$ cat config.mk
export PLATFORM = sky130hd
export DESIGN_NAME = fal_ctrl
export DESIGN_NICKNAME = d
export VERILOG_FILES = /design/src/hw/rtl/fal_pkg.sv /design/src/hw/rtl/fal_ctrl.sv
export SDC_FILE = /design/constraint.sdc
export NUM_CORES = 1
export LEC_CHECK = 0
export ABC_CLOCK_PERIOD_IN_PS = 970
export BUFFER_PORTS_ARGS = -buffer_cell sky130_fd_sc_hd__buf_2
export CAP_MARGIN = 20
export CORE_AREA = 3 3 40 42
export DETAILED_ROUTE_END_ITERATION = 10
export DIE_AREA = 0 0 43 45
export HOLD_SLACK_MARGIN = 0.08
export PLACE_DENSITY_LB_ADDON = 0.05
export SYNTH_ARGS = -nofsm -noshare
export SYNTH_HDL_FRONTEND = slang
export SYNTH_SLANG_ARGS = --single-unit
$ cat constraint.sdc
create_clock -name clk_i -period 0.97 [get_ports clk_i]
set_input_delay 0.0485 -clock clk_i [delete_from_list [all_inputs] [get_ports clk_i]]
set_output_delay 0.0485 -clock clk_i [all_outputs]
set_load 0.1 [all_outputs]
$ cat src/hw/rtl/fal_pkg.sv
// Shared field widths, operation and status codes, and control structs of the allocator.
package fal_pkg;

  // Transaction field widths
  localparam int OpWidth    = 2;
  localparam int IndexWidth = 10;
  localparam int CountWidth = 11;

  // Reset value of the pool size register
  localparam logic [CountWidth-1:0] PoolSizeReset = 11'd1024;

  // Operation codes
  localparam logic [OpWidth-1:0] OP_CLEAR = 2'd0;
  localparam logic [OpWidth-1:0] OP_ALLOC = 2'd1;
  localparam logic [OpWidth-1:0] OP_FREE  = 2'd2;

  // Status codes
  localparam logic [1:0] ST_OK           = 2'd0;
  localparam logic [1:0] ST_OOM          = 2'd1;
  localparam logic [1:0] ST_RANGE        = 2'd2;
  localparam logic [1:0] ST_ALREADY_FREE = 2'd3;

  // Commands from the controller to the datapath
  typedef struct packed {
    logic accept;    // request transaction taken this cycle
    logic clr_step;  // write one pool entry of the clear walk
    logic eval;      // read data is back, finish allocate or free
    logic out_load;  // load the response register
  } cmd_t;

  // Status from the datapath to the controller
  typedef struct packed {
    logic is_clear;    // incoming request is a clear
    logic needs_eval;  // incoming request needs a pool entry read
    logic clr_empty;   // clear with a pool size of zero
    logic clr_last;    // clear walk at its last entry
    logic out_busy;    // response register full and not taken
  } sts_t;

endpackage

$ cat src/hw/rtl/fal_ctrl.sv
// Controller state machine: sequences clear walk, read-modify-write and response handoff.
module fal_ctrl (
  input  logic          clk_i,
  input  logic          rst_ni,
  input  logic          in_valid_i,
  output logic          in_ready_o,
  input  fal_pkg::sts_t sts_i,
  output fal_pkg::cmd_t cmd_o
);

  localparam logic [1:0] S_IDLE  = 2'd0;
  localparam logic [1:0] S_CLEAR = 2'd1;
  localparam logic [1:0] S_EVAL  = 2'd2;
  localparam logic [1:0] S_DONE  = 2'd3;

  logic [1:0] state_q, state_d;
  logic       accept;

  assign in_ready_o = (state_q == S_IDLE);
  assign accept     = in_valid_i && in_ready_o;

  // Next state and command decode
  always_comb begin
    state_d         = state_q;
    cmd_o           = '0;
    cmd_o.accept    = accept;
    case (state_q)
      S_IDLE: begin
        if (accept) begin
          if (sts_i.is_clear && !sts_i.clr_empty) begin
            state_d = S_CLEAR;
          end else if (sts_i.needs_eval) begin
            state_d = S_EVAL;
          end else begin
            state_d = S_DONE;
          end
        end
      end
      S_CLEAR: begin
        cmd_o.clr_step = 1'b1;
        if (sts_i.clr_last) begin
          state_d = S_DONE;
        end
      end
      S_EVAL: begin
        cmd_o.eval = 1'b1;
        if (!sts_i.out_busy) begin
          cmd_o.out_load = 1'b1;
          state_d        = S_IDLE;
        end else begin
          state_d = S_DONE;
        end
      end
      S_DONE: begin
        if (!sts_i.out_busy) begin
          cmd_o.out_load = 1'b1;
          state_d        = S_IDLE;
        end
      end
      default: begin
        state_d = S_IDLE;
      end
    endcase
  end

  // State register
  always_ff @(posedge clk_i or negedge rst_ni) begin
    if (!rst_ni) begin
      state_q <= S_IDLE;
    end else begin
      state_q <= state_d;
    end
  end

  // Never overwrite a response that is still waiting
  assert property (@(posedge clk_i) disable iff (!rst_ni)
    cmd_o.out_load |-> !sts_i.out_busy)
    else $error("response register overwritten while full");

  // Evaluation is always followed by idle or done
  assert property (@(posedge clk_i) disable iff (!rst_ni)
    (state_q == S_EVAL) |=> (state_q == S_IDLE) || (state_q == S_DONE))
    else $error("evaluation did not finish in one cycle");

endmodule

# After elaboration in Yosys (flattened, before gate mapping)
# Cells that the tools add are included.
[word_totals]
regBits = 2
inputBits = 8
out_inout_bits = 5
wordCells = 24
[op_classes]
eq_ne = 6
mux = 11
n_reduce_logical = 6
[ops]
columns = ["op", "n"]
rows = [
  ["2-bit 2-to-1 mux", 5],
  ["2-bit one-hot mux with 4 select lines", 1],
  ["1-bit 2-to-1 mux", 5],
  ["2-bit equality test (second input constant)", 2],
  ["2-bit inequality test (second input constant)", 2],
  ["3-bit AND reduction", 1],
  ["2-bit by 1-bit equality test with 1-bit output (second input constant)", 1],
  ["1-bit logical AND", 2],
  ["2-bit zero test", 1],
  ["2-bit by 1-bit inequality test with 1-bit output (second input constant)", 1],
  ["2-bit OR reduction", 1],
  ["1-bit zero test", 1],
]

# Depth between registers and ports, before layout
# Gate-level depths: netlist of run 1.
[logic_depth]
word_depth = 5
mapped_depth = 3
depth_no_buf = 3

# Worst setup path before layout of run 1
# Ideal clock, no wire load.
[synth_path]
path_type = "register to output"
from = "register state_q[0]"
to = "output cmd_o[3] (netlist name)"
arrival_time_ps = 1777
path_slack_ps = -855
stages_incl_launch_ff = 4
n_path_buf = 1
cell_sequence = "dfrtp_1 -> nor2_2 -> and2_1 -> buf_4"
[synth_via]
elab_chain_len = 2
[synth_lines]
columns = ["element", "line_no", "rtl"]
rows = [
  ["from (decl)", "fal_ctrl.sv:16", "logic [1:0] state_q, state_d;"],
  ["from (signal assigned)", "fal_ctrl.sv:71", "state_q <= state_d;"],
  ["2-bit zero test", "fal_ctrl.sv:19", "assign in_ready_o = (state_q == S_IDLE);"],
  ["via in_ready_o", "fal_ctrl.sv:6", "output logic in_ready_o,"],
  ["1-bit logical AND", "fal_ctrl.sv:20", "assign accept = in_valid_i && in_ready_o;"],
  ["to (decl)", "fal_ctrl.sv:8", "output fal_pkg::cmd_t cmd_o"],
]
# The timed path passes the listed nets, and every way through them passes these cells.

==> flow_summary.html, run 1 <==
<table>
<tr><th>Metric</th><th>Value</th></tr>
<tr><th colspan="2">STA</th></tr>
<tr><td>Worst Skew</td><td>0.000389 ns</td></tr>
<tr><td>Count of final max-slew check failures</td><td>0</td></tr>
<tr><td>Headroom to the max-slew limit</td><td>85.3%</td></tr>
<tr><td>Actual slew at the worst max-slew pin</td><td>0.220 ns</td></tr>
<tr><td>Final period utilization</td><td>120%</td></tr>
<tr><td>Hold Fails Final Rpt</td><td>0</td></tr>
<tr><td>Smallest setup slack after layout</td><td>-0.190 ns</td></tr>
<tr><td>Count of final setup violators</td><td>6</td></tr>
<tr><td>Final Critical Period</td><td>1.16 ns</td></tr>
<tr><td>Total negative setup slack</td><td>-0.866 ns</td></tr>
<tr><td>Setup repair after global routing missed its margin</td><td>true</td></tr>
<tr><td>Fmax</td><td>0.862 GHz</td></tr>
<tr><th colspan="2">Floorplan</th></tr>
<tr><td>Die Area</td><td>1940 µm²</td></tr>
<tr><td>I/O pin count</td><td>13</td></tr>
<tr><td>Number of placement rows</td><td>13</td></tr>
<tr><td>Die Span X</td><td>43 µm</td></tr>
<tr><td>Die Span Y</td><td>45 µm</td></tr>
<tr><td>Placeable core region</td><td>1280 µm²</td></tr>
<tr><td>Initial standard-cell utilization of the core</td><td>10.8%</td></tr>
<tr><th colspan="2">Setup path</th></tr>
<tr><td>Longest individual stage delay on the worst path</td><td>0.44 ns</td></tr>
<tr><td>Worst R2R Start</td><td>state_q[1]</td></tr>
<tr><td>Cell at the slowest stage of the critical path</td><td>sky130_fd_sc_hd__dfrtp_2</td></tr>
<tr><td>Largest fanout of any net on the critical path</td><td>6</td></tr>
<tr><td>Worst setup EP type</td><td>output port</td></tr>
<tr><td>Combined buffer and inverter count along the critical path</td><td>1</td></tr>
<tr><td>Start-to-end type of the worst setup path</td><td>register to output port</td></tr>
<tr><td>Critical path, cell by cell</td><td>nor2_4 &gt; and2_4 &gt; buf_12</td></tr>
<tr><td>Kind of start point of the critical path</td><td>register</td></tr>
<tr><td>Data required time of the critical path</td><td>0.92 ns</td></tr>
<tr><td>Worst reg2reg path depth</td><td>2</td></tr>
<tr><td>Worst reg2reg endpoint</td><td>state_q[0]</td></tr>
<tr><td>Reg-to-reg slack, setup</td><td>-0.03 ns</td></tr>
<tr><td>Arrival time worst endpoint</td><td>1.11 ns</td></tr>
<tr><td>Cell type group with the largest total delay on the critical path</td><td>flip-flops</td></tr>
<tr><th colspan="2">Cells and area</th></tr>
<tr><td>Register ranked first by flip-flop count</td><td>state_q</td></tr>
<tr><td>Area growth syn-to-layout</td><td>161%</td></tr>
<tr><td>Number of filler cells placed in the layout</td><td>137</td></tr>
<tr><td>Ratio of cells with drive above 1 in the final layout</td><td>78.8%</td></tr>
<tr><td>Number of inserted diodes</td><td>0</td></tr>
<tr><td>Storage cell area</td><td>52.6 µm²</td></tr>
<tr><td>Area occupied by multi-input gates</td><td>91.3 µm²</td></tr>
<tr><td>Count of nets after finishing</td><td>43</td></tr>
<tr><td>Registers with the most flip-flops</td><td>state_q: 2 flops</td></tr>
<tr><td>Flip-flop count of the largest register, all copies and words added</td><td>2</td></tr>
<tr><th colspan="2">Detailed routing</th></tr>
<tr><td>Average via count per standard cell</td><td>3.42</td></tr>
<tr><td>Count of nets left with antenna violations after detail routing</td><td>0</td></tr>
<tr><td>Number of design rule violations left after detail routing</td><td>0</td></tr>
<tr><td>Wire length per cell after detailed routing</td><td>9.25 µm</td></tr>
<tr><td>DR pass1 iterations</td><td>1</td></tr>
<tr><td>Iter 0 DRT Violations</td><td>0</td></tr>
<tr><td>Vias</td><td>164</td></tr>
<tr><td>Wire length after detailed routing</td><td>444 µm</td></tr>
<tr><th colspan="2">Global route</th></tr>
<tr><td>Via count of the first global-routing pass</td><td>179</td></tr>
<tr><td>Antenna violations before repair</td><td>0</td></tr>
<tr><td>Total congestion overflow</td><td>0</td></tr>
<tr><td>Wire length of the first global-routing pass</td><td>724 µm</td></tr>
<tr><td>Largest net degree at the start of global routing</td><td>7</td></tr>
<tr><td>Gr usage total</td><td>5.50%</td></tr>
<tr><th colspan="2">Logic synthesis</th></tr>
<tr><td>Mean area per synthesized cell</td><td>9.92 µm²</td></tr>
<tr><td>FF+latch count, synth</td><td>2</td></tr>
<tr><td>Cell variety after synth</td><td>11</td></tr>
<tr><td>Sequential fraction of the synthesis area</td><td>36.0%</td></tr>
<tr><td>Number of warnings printed during yosys synthesis</td><td>0</td></tr>
<tr><td>Number of nets in the synthesized netlist</td><td>22</td></tr>
<tr><td>Post-Syn Instances</td><td>14</td></tr>
<tr><td>Post-Syn Area</td><td>139 µm²</td></tr>
<tr><th colspan="2">Hold path</th></tr>
<tr><td>Worst hold start</td><td>in_valid_i</td></tr>
<tr><td>Worst Hold Class</td><td>primary input to register</td></tr>
<tr><td>Hold Crit Depth</td><td>3</td></tr>
<tr><td>Hold Crit Endpoint</td><td>state_q[1]</td></tr>
<tr><th colspan="2">CTS</th></tr>
<tr><td>CTS clock-pin slew for the worst setup and hold paths</td><td>0.03 ns</td></tr>
<tr><td>CTS HTree Levels</td><td>1</td></tr>
<tr><td>Latest clock arrival within the worst-skew pair</td><td>0.22 ns</td></tr>
<tr><td>Sinks on the clock net</td><td>2</td></tr>
<tr><td>Inserted Clock Buffers</td><td>3</td></tr>
<tr><td>Cell at the root of the clock tree</td><td>sky130_fd_sc_hd__clkbuf_4</td></tr>
<tr><td>Clock tree from TritonCTS</td><td>built</td></tr>
<tr><td>Maximum clock path buffer count</td><td>2</td></tr>
<tr><th colspan="2">Run</th></tr>
<tr><td>Max Cap Violations</td><td>0</td></tr>
<tr><th colspan="2">Status</th></tr>
<tr><td>Failing checks</td><td>negative setup slack</td></tr>
<tr><td>Run status</td><td>complete, but fails checks</td></tr>
<tr><th colspan="2">Placement</th></tr>
<tr><td>Final weighted congestion of routability-driven global placement</td><td>0.585</td></tr>
<tr><td>Port Buffers</td><td>12</td></tr>
</table>
## through the flow
step / utilization [%] / hold WS, ns / setup WS, ns / instance area, µm² / cells
floorplan: - / -0.247 / -0.475 / 161 / 14
global placement: 23.6 / -0.166 / -0.0804 / 303 / 41
detailed placement: 23.6 / -0.166 / -0.0685 / 303 / 41
CTS: 28.2 / 0.122 / -0.202 / 363 / 48
global route: 28.2 / 0.126 / -0.235 / 363 / 48
finish: 28.2 / 0.120 / -0.190 / 363 / 48
## synth_stat cells
cell type                  count  share of area, %
sky130_fd_sc_hd__a21oi_1       2               7.2
sky130_fd_sc_hd__and2b_2       2                13
sky130_fd_sc_hd__dfrtp_1       2                36
sky130_fd_sc_hd__a311oi_2      1                11
sky130_fd_sc_hd__and2_1        1               4.5
sky130_fd_sc_hd__and2b_1       1               5.4
sky130_fd_sc_hd__buf_4         1               5.4
sky130_fd_sc_hd__nand2b_1      1               4.5
sky130_fd_sc_hd__nand3b_1      1               5.4
sky130_fd_sc_hd__nor2_2        1               4.5
sky130_fd_sc_hd__nor3_1        1               3.6
## cell type report
class / instances / area share, %
flip-flops and latches: 2 / 14.5
multi-input cells: 11 / 25.2
clock buffers: 3 / 6.21
well taps: 15 / 5.17
repair buffers: 17 / 49.0
## worst min-delay path: cells and delay by family
kind            cells  cell delay [ns]
buf+inv             1             0.11
simple gates        1             0.08
compound gates      1             0.06
## worst max path at each step
stage	cells past startpoint	end	startpoint	slack, ns
after floorplan	3	cmd_o[3]	state_q[1]	-0.48
after global placement	2	state_q[0]	state_q[1]	-0.08
after detailed placement	2	state_q[0]	state_q[1]	-0.07
after CTS	3	cmd_o[3]	state_q[0]	-0.20
after global routing	3	cmd_o[3]	state_q[0]	-0.23
final	3	cmd_o[3]	state_q[0]	-0.19
## cells in the final DEF (no fill, tap or decap), drive strengths merged
master / n
and2b: 3
nand3b: 1
clkbuf: 3
dlygate4sd3: 2
dfrtp: 2
and2: 1
nor3: 1
a311oi: 1
buf: 15
nor2: 1
a21oi: 2
nand2b: 1
## layer usage
metal  track usage [%]  routed length (µm)  vias up
li1                  -                   -       86
met1              5.54                 167       71
met2              8.08                 235        7
met3              1.59                  41        0
met4              7.23                   0        0
met5                 0                   0        -
## repair_timing
action                                 4_1_cts  5_1_grt
hold buffers                                 2        0
resized for setup                            2        0
endpoints found under the hold margin        3        0
pin swaps                                    1        0
buffers inserted                             2        0
setup endpoints to repair                    6        6
## cell families (layout without fill, tap and decap cells)
family                 after synthesis  after routing  share of synthesized area, %
buffers and inverters                1             20                          5.41
and+or+nand+nor                      8              8                          40.6
DFF                                  2              2                          36.0
AOI/OAI and AO/OA                    3              3                          18.0
Power of run 1 is not shown: default switching activity piles up to over one toggle a cycle in this logic, so the estimate is an artifact.
==> inputs of run 2 (changes only) <==
RECOVER_POWER = 25   (was not set)
==> run 2 against run 1 <==
  * Routed wire length down 0.23%
  * Critical path type unchanged
  * Fmax unchanged
  * Highest routed layer unchanged
  * The run still ends with negative setup slack left
  * Die area unchanged
  * Sequential share of layout area up 0.050 points
==> flow_summary.html, run 2 (same netlist as run 1, synthesis figures left out) <==
<table>
<tr><th>Metric</th><th>Value</th></tr>
<tr><th colspan="2">Setup path</th></tr>
<tr><td>Longest individual stage delay on the worst path</td><td>0.44 ns (about the same)</td></tr>
<tr><td>Kind of start point of the critical path</td><td>register (unchanged)</td></tr>
<tr><td>Largest fanout of any net on the critical path</td><td>6 (unchanged)</td></tr>
<tr><td>Cell at the slowest stage of the critical path</td><td>sky130_fd_sc_hd__dfrtp_2 (unchanged)</td></tr>
<tr><td>Crit. path cell count</td><td>3 (unchanged)</td></tr>
<tr><td>Cell type group with the largest total delay on the critical path</td><td>flip-flops (unchanged)</td></tr>
<tr><td>Arrival time worst endpoint</td><td>1.11 ns (about the same)</td></tr>
<tr><td>Worst reg2reg endpoint</td><td>state_q[0] (unchanged)</td></tr>
<tr><td>Crit. Startpoint</td><td>state_q[0] (unchanged)</td></tr>
<tr><td>Worst R2R Start</td><td>state_q[1] (unchanged)</td></tr>
<tr><td>Combined buffer and inverter count along the critical path</td><td>1 (unchanged)</td></tr>
<tr><td>Worst reg2reg path depth</td><td>2 (unchanged)</td></tr>
<tr><td>Capture point of the critical path</td><td>cmd_o[3] (unchanged)</td></tr>
<tr><td>Start-to-end type of the worst setup path</td><td>register to output port (unchanged)</td></tr>
<tr><td>Data required time of the critical path</td><td>0.92 ns (about the same)</td></tr>
<tr><td>Reg-to-reg slack, setup</td><td>-0.03 ns (about the same)</td></tr>
<tr><td>Worst setup EP type</td><td>output port (unchanged)</td></tr>
<tr><td>Critical path, cell by cell</td><td>nor2_4 &gt; and2_4 &gt; buf_12 (unchanged)</td></tr>
<tr><th colspan="2">Placement</th></tr>
<tr><td>Post-Place Worst Slack</td><td>-0.0685 ns (unchanged)</td></tr>
<tr><td>Cell area reported after detailed placement</td><td>303 µm² (unchanged)</td></tr>
<tr><td>Final weighted congestion of routability-driven global placement</td><td>0.585 (unchanged)</td></tr>
<tr><td>Port Buffers</td><td>12 (unchanged)</td></tr>
<tr><th colspan="2">Floorplan</th></tr>
<tr><td>Die Span Y</td><td>45 µm (unchanged)</td></tr>
<tr><td>Die Span X</td><td>43 µm (unchanged)</td></tr>
<tr><td>Placeable core region</td><td>1280 µm² (unchanged)</td></tr>
<tr><td>Initial standard-cell utilization of the core</td><td>10.8% (unchanged)</td></tr>
<tr><td>Number of placement rows</td><td>13 (unchanged)</td></tr>
<tr><td>Die Area</td><td>1940 µm² (unchanged)</td></tr>
<tr><td>I/O pin count</td><td>13 (unchanged)</td></tr>
<tr><th colspan="2">Global route</th></tr>
<tr><td>Antenna violations before repair</td><td>0 (unchanged)</td></tr>
<tr><td>Largest net degree at the start of global routing</td><td>7 (unchanged)</td></tr>
<tr><td>Via count of the first global-routing pass</td><td>179 (unchanged)</td></tr>
<tr><td>Wire length of the first global-routing pass</td><td>724 µm (unchanged)</td></tr>
<tr><td>Gr usage total</td><td>5.50% (unchanged)</td></tr>
<tr><td>Total congestion overflow</td><td>0 (unchanged)</td></tr>
<tr><th colspan="2">CTS</th></tr>
<tr><td>CTS clock-pin slew for the worst setup and hold paths</td><td>0.03 ns (about the same)</td></tr>
<tr><td>Inserted Clock Buffers</td><td>3 (unchanged)</td></tr>
<tr><td>CTS HTree Levels</td><td>1 (unchanged)</td></tr>
<tr><td>Latest clock arrival within the worst-skew pair</td><td>0.22 ns (about the same)</td></tr>
<tr><td>Cell at the root of the clock tree</td><td>sky130_fd_sc_hd__clkbuf_4 (unchanged)</td></tr>
<tr><td>Clock tree from TritonCTS</td><td>built (unchanged)</td></tr>
<tr><td>Sinks on the clock net</td><td>2 (unchanged)</td></tr>
<tr><td>Maximum clock path buffer count</td><td>2 (unchanged)</td></tr>
<tr><th colspan="2">Detailed routing</th></tr>
<tr><td>DR pass1 iterations</td><td>1 (unchanged)</td></tr>
<tr><td>Count of nets left with antenna violations after detail routing</td><td>0 (unchanged)</td></tr>
<tr><td>Iter 0 DRT Violations</td><td>0 (unchanged)</td></tr>
<tr><td>Number of design rule violations left after detail routing</td><td>0 (unchanged)</td></tr>
<tr><td>Wire length per cell after detailed routing</td><td>9.23 µm (was 9.25 µm)</td></tr>
<tr><td>Average via count per standard cell</td><td>3.40 (was 3.42)</td></tr>
<tr><td>Vias</td><td>163 (was 164)</td></tr>
<tr><td>Wire length after detailed routing</td><td>443 µm (was 444 µm)</td></tr>
<tr><th colspan="2">Cells and area</th></tr>
<tr><td>Leading cell type in the layout, fill and taps excluded</td><td>sky130_fd_sc_hd__buf_2 (unchanged)</td></tr>
<tr><td>Count of nets after finishing</td><td>43 (unchanged)</td></tr>
<tr><td>Number of filler cells placed in the layout</td><td>137 (unchanged)</td></tr>
<tr><td>Area occupied by multi-input gates</td><td>91.3 µm² (unchanged)</td></tr>
<tr><td>Design Area, Final</td><td>362 µm² (was 363 µm²)</td></tr>
<tr><td>Commonest cells after routing, fill and taps aside</td><td>sky130_fd_sc_hd__buf_2 (6), sky130_fd_sc_hd__buf_12 (5), sky130_fd_sc_hd__clkbuf_4 (3), sky130_fd_sc_hd__buf_4 (3) (was sky130_fd_sc_hd__buf_2 (7), sky130_fd_sc_hd__buf_12 (5), sky130_fd_sc_hd__clkbuf_4 (3), sky130_fd_sc_hd__buf_4 (3))</td></tr>
<tr><td>Flip-flop count of the largest register, all copies and words added</td><td>2 (unchanged)</td></tr>
<tr><td>Ratio of cells with drive above 1 in the final layout</td><td>75.8% (was 78.8%)</td></tr>
<tr><td>Register ranked first by flip-flop count</td><td>state_q (unchanged)</td></tr>
<tr><td>Registers with the most flip-flops</td><td>state_q: 2 flops (unchanged)</td></tr>
<tr><td>Utilization after layout</td><td>28.1% (was 28.2%)</td></tr>
<tr><td>Area growth syn-to-layout</td><td>160% (was 161%)</td></tr>
<tr><td>Number of inserted diodes</td><td>0 (unchanged)</td></tr>
<tr><td>Storage cell area</td><td>52.6 µm² (unchanged)</td></tr>
<tr><th colspan="2">Run</th></tr>
<tr><td>Max Cap Violations</td><td>0 (unchanged)</td></tr>
<tr><th colspan="2">STA</th></tr>
<tr><td>Count of final max-slew check failures</td><td>0 (unchanged)</td></tr>
<tr><td>Setup repair after global routing missed its margin</td><td>true (unchanged)</td></tr>
<tr><td>Smallest setup slack after layout</td><td>-0.190 ns (unchanged)</td></tr>
<tr><td>Count of final setup violators</td><td>6 (unchanged)</td></tr>
<tr><td>Final Critical Period</td><td>1.16 ns (unchanged)</td></tr>
<tr><td>Worst Skew</td><td>0.000540 ns (was 0.000389 ns)</td></tr>
<tr><td>Worst hold margin</td><td>0.120 ns (about the same)</td></tr>
<tr><td>Fmax</td><td>0.862 GHz (unchanged)</td></tr>
<tr><td>Hold Fails Final Rpt</td><td>0 (unchanged)</td></tr>
<tr><td>Headroom to the max-slew limit</td><td>85.3% (unchanged)</td></tr>
<tr><td>Actual slew at the worst max-slew pin</td><td>0.220 ns (unchanged)</td></tr>
<tr><td>Final period utilization</td><td>120% (unchanged)</td></tr>
<tr><th colspan="2">Status</th></tr>
<tr><td>Failing checks</td><td>negative setup slack (unchanged)</td></tr>
<tr><td>Run status</td><td>complete, but fails checks (unchanged)</td></tr>
<tr><th colspan="2">Hold path</th></tr>
<tr><td>Worst Hold Class</td><td>primary input to register (unchanged)</td></tr>
</table>
==> run 2: changes by cell type in the layout (fill, tap and decap cells not counted) <==
cell,before,now
sky130_fd_sc_hd__buf_2,7,6
sky130_fd_sc_hd__clkbuf_1,0,1
==> run 2: layout make-up <==
type | count | share of cell area [%]
Tap cell | 15 | 5.19
Clock buffer | 3 | 6.23
Sequential cell | 2 | 14.5
Timing Repair Buffer | 17 | 48.8
Multi-Input combinational cell | 11 | 25.3
==> run 2: what timing repair did <==
| item | in CTS | in global routing |
|---|---|---|
| buffers inserted | 2 | 0 |
| hold buffers | 2 | 0 |
| pin swaps | 1 | 0 |
| endpoints found under the setup margin | 6 | 6 |
| endpoints found under the hold margin | 3 | 0 |
| gates resized for setup | 2 | 0 |
==> run 2: worst min path at each step <==
stage	slack [ns]	from	end	cells after the start
3_3_place_gp	-0.17	rst_ni	state_q[1]	1
3_5_place_dp	-0.17	rst_ni	state_q[1]	1
4_1_cts	0.12	in_valid_i	state_q[1]	3
6_report	0.12	in_valid_i	state_q[1]	3
2_1_floorplan	-0.25	rst_ni	state_q[0]	0
5_1_grt	0.13	in_valid_i	state_q[1]	3
==> run 2: stage by stage <==
step / std cells / setup TNS [ns]
2_1_floorplan: 14 / -1.05
3_3_place_gp: 41 / -0.0804
3_5_place_dp: 41 / -0.0685
4_1_cts: 48 / -0.940
5_1_grt: 48 / -1.19
6_report: 48 / -0.866
==> run 2: layer usage <==
layer	global-route usage, %	vias to the layer above	part of all wire (%)
li1	-	86	-
met1	5.54	70	38
met2	8.08	7	53
met3	1.59	0	9.3
met4	7.23	0	0
met5	0	-	0
==> run 2: worst reg2reg max path, cell delays in order (launching register included) <==
cell,delay (ns)
sky130_fd_sc_hd__dfrtp_2,0.43
sky130_fd_sc_hd__and2b_2,0.25
sky130_fd_sc_hd__a311oi_2,0.21
Power of run 2 is left out for the same reason.
